### config.mk
export PLATFORM = sky130hd
export DESIGN_NAME = lrsa_divider
export DESIGN_NICKNAME = d
export VERILOG_FILES = /design/src/hw/rtl/lrsa_pkg.sv /design/src/hw/rtl/lrsa_divider.sv
export SDC_FILE = /design/constraint.sdc
export NUM_CORES = 1
export LEC_CHECK = 0
export BUFFER_PORTS_ARGS = -buffer_cell sky130_fd_sc_hd__buf_2
export CORE_MARGIN = 8
export CORE_UTILIZATION = 50
export DETAILED_ROUTE_END_ITERATION = 7
export HOLD_SLACK_MARGIN = 0.08
export PLACE_DENSITY = 0.72
export SKIP_CTS_REPAIR_TIMING = 1
export SLEW_MARGIN = 20
export SYNTH_ARGS = -nofsm -noshare
export SYNTH_HDL_FRONTEND = slang
export SYNTH_SLANG_ARGS = --single-unit
### constraint.sdc
create_clock -name clk -period 3.5 [get_ports clk]
set_input_delay 0.35 -clock clk [delete_from_list [all_inputs] [get_ports clk]]
set_output_delay 0.35 -clock clk [all_outputs]
set_load 0.1 [all_outputs]
### src/hw/rtl/lrsa_pkg.sv
// lrsa_pkg: shared types, field widths and codes for the label region statistics block
// no dependencies; used by the channel interfaces, the divider and the top level
`default_nettype none

package lrsa_pkg;

    localparam int SAMPLE_W  = 16;
    localparam int SUM_W     = 37;
    localparam int COORD_W   = 10;
    localparam int LABEL_W   = 9;
    localparam int CHANNEL_W = 2;
    localparam int COUNT_W   = 21;

    localparam int DIV_STEPS = SUM_W;
    localparam int DIV_CNT_W = $clog2(DIV_STEPS);
    localparam logic [DIV_CNT_W-1:0] DIV_LAST_STEP = DIV_CNT_W'(DIV_STEPS - 1);

    localparam logic KIND_PIXEL   = 1'b0;
    localparam logic KIND_READOUT = 1'b1;

    localparam logic signed [SAMPLE_W-1:0] MEAN_MAX = 16'sh7fff;
    localparam logic signed [SAMPLE_W-1:0] MEAN_MIN = 16'sh8000;

    typedef struct packed {
        logic [COORD_W-1:0] row;
        logic [COORD_W-1:0] col;
    } position_t;

    typedef struct packed {
        logic                       seen;
        logic [SUM_W-1:0]           sum;
        logic signed [SAMPLE_W-1:0] min_value;
        logic signed [SAMPLE_W-1:0] max_value;
        position_t                  min_pos;
        position_t                  max_pos;
    } entry_t;

    typedef enum logic [1:0] {
        ST_CLEAR,
        ST_RUN,
        ST_DIV,
        ST_HOLD
    } state_t;

endpackage

`default_nettype wire

### src/hw/rtl/lrsa_divider.sv
// lrsa_divider: bit-serial restoring divider, unsigned sum magnitude by unsigned count
// depends on lrsa_pkg; one quotient bit per cycle, done pulses in the cycle after the last step
`default_nettype none

module lrsa_divider (
    input  logic                            clk,
    input  logic                            rst_n,
    input  logic                            start,
    input  logic [lrsa_pkg::SUM_W-1:0]      dividend,
    input  logic [lrsa_pkg::COUNT_W-1:0]    divisor,
    output logic                            done,
    output logic [lrsa_pkg::SUM_W-1:0]      quotient
);

    logic                               active_reg, active_next;
    logic                               done_reg, done_next;
    logic [lrsa_pkg::DIV_CNT_W-1:0]     step_reg, step_next;
    logic [lrsa_pkg::COUNT_W-1:0]       rem_reg, rem_next;
    logic [lrsa_pkg::SUM_W-1:0]         quo_reg, quo_next;
    logic [lrsa_pkg::COUNT_W-1:0]       dsr_reg, dsr_next;

    logic [lrsa_pkg::COUNT_W:0]         shifted;
    logic [lrsa_pkg::COUNT_W+1:0]       diff;
    logic                               fits;

    always_comb
    begin
        shifted = {rem_reg, quo_reg[lrsa_pkg::SUM_W-1]};
        diff    = {1'b0, shifted} - {2'b00, dsr_reg};
        fits    = !diff[lrsa_pkg::COUNT_W+1];
    end

    always_comb
    begin
        active_next = active_reg;
        done_next   = 1'b0;
        step_next   = step_reg;
        rem_next    = rem_reg;
        quo_next    = quo_reg;
        dsr_next    = dsr_reg;
        if (start)
        begin
            active_next = 1'b1;
            step_next   = '0;
            rem_next    = '0;
            quo_next    = dividend;
            dsr_next    = divisor;
        end
        else if (active_reg)
        begin
            rem_next  = fits ? diff[lrsa_pkg::COUNT_W-1:0] : shifted[lrsa_pkg::COUNT_W-1:0];
            quo_next  = {quo_reg[lrsa_pkg::SUM_W-2:0], fits};
            step_next = step_reg + 1'b1;
            if (step_reg == lrsa_pkg::DIV_LAST_STEP)
            begin
                active_next = 1'b0;
                done_next   = 1'b1;
            end
        end
    end

    always_ff @(posedge clk or negedge rst_n)
    begin
        if (!rst_n)
        begin
            active_reg <= 1'b0;
            done_reg   <= 1'b0;
            step_reg   <= '0;
        end
        else
        begin
            active_reg <= active_next;
            done_reg   <= done_next;
            step_reg   <= step_next;
        end
    end

    always_ff @(posedge clk)
    begin
        rem_reg <= rem_next;
        quo_reg <= quo_next;
        dsr_reg <= dsr_next;
    end

    assign done     = done_reg;
    assign quotient = quo_reg;

endmodule

`default_nettype wire

==> flow_summary.ini <==
[global_route]
met2_usage_pct = 24.54
grt_use_total_pct = 16.05
grtUsageMet3_pct = 7.237
gr-total-overflow = 0
antenna_found_initial = 0
grt_pass1_wl_mm = 16.75
grt_pass1_vias = 3634
top_usage_layer = met2
met1_usage_pct = 19.35
grt_start_max_net_pins = 53

[logic_synthesis]
yosys_warnings = 0
yosys.area.top_type_share_pct = 36.49
synth-async-reset-ratio_pct = 9.195
synth_top_area_cell = edfxtp_1
netlist_top_cells_area = edfxtp_1 36%, dfxtp_1 8.8%, mux2_2 8.7%, ha_1 6.0%, dfrtp_1 4.2%
syn_nets = 512
synth.distinct_cells = 66
yosys_register_bits = 87
avgSynthCellArea_um2 = 11.18
synth_enable_flop_cells = 58
synthCells = 427
ys.flop_type = edfxtp_1
yosysSeqAreaShare_pct = 49.49
netlist_area_mm2 = 0.004773

[critical_path]
endpoint = rem_reg[10]
cp-end-kind = flip-flop
cp-startpoint = quotient[36]
path_max_fanout = 11
ff2ff_path_depth = 12
arrival_ns = 3.34
path_cells = inv_1 > ha_1 > inv_1 > fa_1 > a211oi_2 > o21bai_2 > a211oi_2 > nor4_4 > or2_1 > buf_12 > mux2i_1 > a211oi_1
cpMaxStageDelayCell = fa_1
r2r_slack_ns = 0.42
max_stage_delay_ns = 0.44
critPathLaunchType = flip-flop
rr_startpoint = quotient[36]
r2r_end = rem_reg[10]
worstPathRequired_ns = 3.77
path_class = flip-flop to flip-flop

[run]
cap_viol_max_count = 0

[outcome]
status = finished clean

[floorplanning]
dieArea_mm2 = 0.01293
die_h_um = 113.7
initial_utilization_pct = 51.66
die_w_um = 113.7
rows = 35
io_pins = 99
coreArea_mm2 = 0.009240

[routing]
drt_iter0_drc = 121
vias = 3559
wire_per_inst_um = 15.52
viasPerCell = 5.417
ant_nets = 0
drc = 0
routed_wl_mm = 10.19
dr.pass1.iters = 6

[clock_network]
cts-root-buf = clkbuf_8
cts_max_level = 3
clkTransAtPathRegs_ns = 0.10
clk_latency_ns = 0.36
clk_path_buf_depth = 2
numCtsBuffers = 9
cts_tree = built
cts_num_sinks = 87

[finish]
antenna_cells = 0
final_nets = 608
utilization_pct = 59.86
multi_input_area_mm2 = 0.002163
num-fill-cells = 806
largest_reg_flops = 37
area_growth_pct = 15.88
seqCellArea_mm2 = 0.002362
drive_above_1_share_pct = 32.20

[power_and_ir_drop]
ir_drop_mv = 0.3829
seq_power_share_pct = 35.6
switching_share_pct = 43.29
internal_power_uw = 2260
pwr-share-clk_pct = 16.2
p_sw_uw = 1725
powerDensity_mw_per_mm2 = 720.4
leakage_uw = 0.002352
pwr-share-comb_pct = 48.2

[timing]
hold_viol = 0
setup_viol = 0
slew_headroom_pct = 57.47
fin_crit_sh_pct = 87.96
maxSlewViolCount = 0
fin_crit_ns = 3.079
worstMarginPinSlew_ns = 0.6380
rsz0062_at_grt = false
skew_ns = 0.01373
clock.fmax_mhz = 324.8
setup_tns_ns = 0

[placement]
place_congestion = 0.9006
io_buffers = 98
dp_hpwl_mm = 7.563

[hold_path]
hp-class = primary input to flip-flop
## final cells by class
class,instances,area share (%)
flip-flops and latches,87,42.71
clock buffers,9,2.239
multi-input cells,291,39.11
inverters,30,2.036
well taps,129,2.918
clock inverters,7,0.9952
repair buffers,104,9.998
## layer usage
layer,up-vias,wire length (um)
li1,1750,-
met1,1654,4480
met2,133,4565
met3,22,971
met4,0,176
met5,-,0
## critical path: cells and delay by family, from the launching register on
family                   cells  cell delay (ns)
AO/OA/AOI/OAI                4             1.01
adder cells (fa/ha/maj)      2             0.59
flip-flops                   1             0.41
AND/OR/NAND/NOR              2             0.50
multiplexers                 1             0.11
buffers and inverters        3             0.35
## power groups by stage
| stage | Clock, uW | Combinational (uW) | Sequential, uW |
|---|---|---|---|
| 5_1_grt | 695 | 2080 | 1450 |
| 3_5_place_dp | 0 | 1900 | 1440 |
| 3_3_place_gp | 0 | 1870 | 1440 |
| 2_1_floorplan | 0 | 1220 | 1800 |
| 6_report | 646 | 1920 | 1420 |
| 4_1_cts | 664 | 1910 | 1420 |
## how the worst min path moves through the flow
stage	slack, ns	start	cells after the start	endpoint
final	0.16	divisor[0]	1	dsr_reg[0]
after global routing	0.14	divisor[0]	1	dsr_reg[0]
after CTS	-0.19	rst_n	1	step_reg[0]
after detailed placement	0.20	rst_n	1	step_reg[0]
after global placement	0.20	rst_n	1	step_reg[1]
after floorplan	0.05	rst_n	0	active_reg
## cell usage after synthesis, types with 2 or more instances
master,instances
clkbuf_1,4
inv_1,30
ha_1,23
mux2_2,37
a311oi_1,3
o211ai_1,2
a21o_1,5
o21a_1,5
nor2_1,33
o31a_1,2
buf_1,2
dlygate4sd3_1,2
xnor2_1,13
or3_1,2
nor3_1,8
dfxtp_1,21
a211oi_1,10
clkbuf_2,4
a211oi_2,2
mux2i_1,10
buf_6,4
xor2_1,6
a21oi_1,24
dfrtp_1,8
nor2b_1,4
nor3b_1,5
nand2_1,29
o21ai_1,4
edfxtp_1,58
and4_1,2
a31oi_1,4
o21ai_0,15
nand3_1,5
o31ai_1,2
nand2b_1,3
nand4_1,6
## metrics by stage
| step | instance area (um2) | worst slack [ns] | cells | power, uW | hold slack, ns |
|---|---|---|---|---|---|
| floorplan | 4773 | 0.1607 | 427 | 3017 | 0.05441 |
| global placement | 5343 | 0.5682 | 640 | 3302 | 0.2038 |
| detailed placement | 5343 | 0.4837 | 640 | 3341 | 0.2027 |
| CTS | 5522 | 0.3964 | 656 | 3999 | -0.1888 |
| global route | 5532 | 0.1990 | 657 | 4219 | 0.1425 |
| finish | 5532 | 0.4213 | 657 | 3985 | 0.1557 |
## cells by family after synthesis
group	count (synthesis)	synth area share, %
muxes	47	10.83
AOI/OAI and AO/OA	92	12.98
xor gates and xnor gates	19	3.486
and+or+nand+nor	109	11.59
DFF	87	49.49
buffers and inverters	49	5.190
adders and majority gates	24	6.448
## layout by cell type (no fill, tap or decap), drive strengths merged, types with 3 or more instances in the layout
cell type / netlist / layout
nor2: 34 / 34
o21ai: 20 / 20
dfxtp: 21 / 21
clkbuf: 8 / 9
buf: 9 / 103
nor2b: 4 / 4
ha: 23 / 23
a311oi: 4 / 4
nand4: 6 / 6
o21a: 5 / 5
a211oi: 12 / 12
nand2b: 3 / 3
or3: 3 / 3
clkinvlp: 0 / 3
xor2: 6 / 6
edfxtp: 58 / 58
inv: 30 / 32
mux2i: 10 / 10
a31oi: 4 / 4
nand3: 5 / 5
mux2: 37 / 37
dfrtp: 8 / 8
xnor2: 13 / 13
a21o: 6 / 6
nor3: 8 / 8
nand2: 29 / 29
a21oi: 25 / 25
nor3b: 5 / 5
Note: power is estimated with default switching activity, not from simulation.
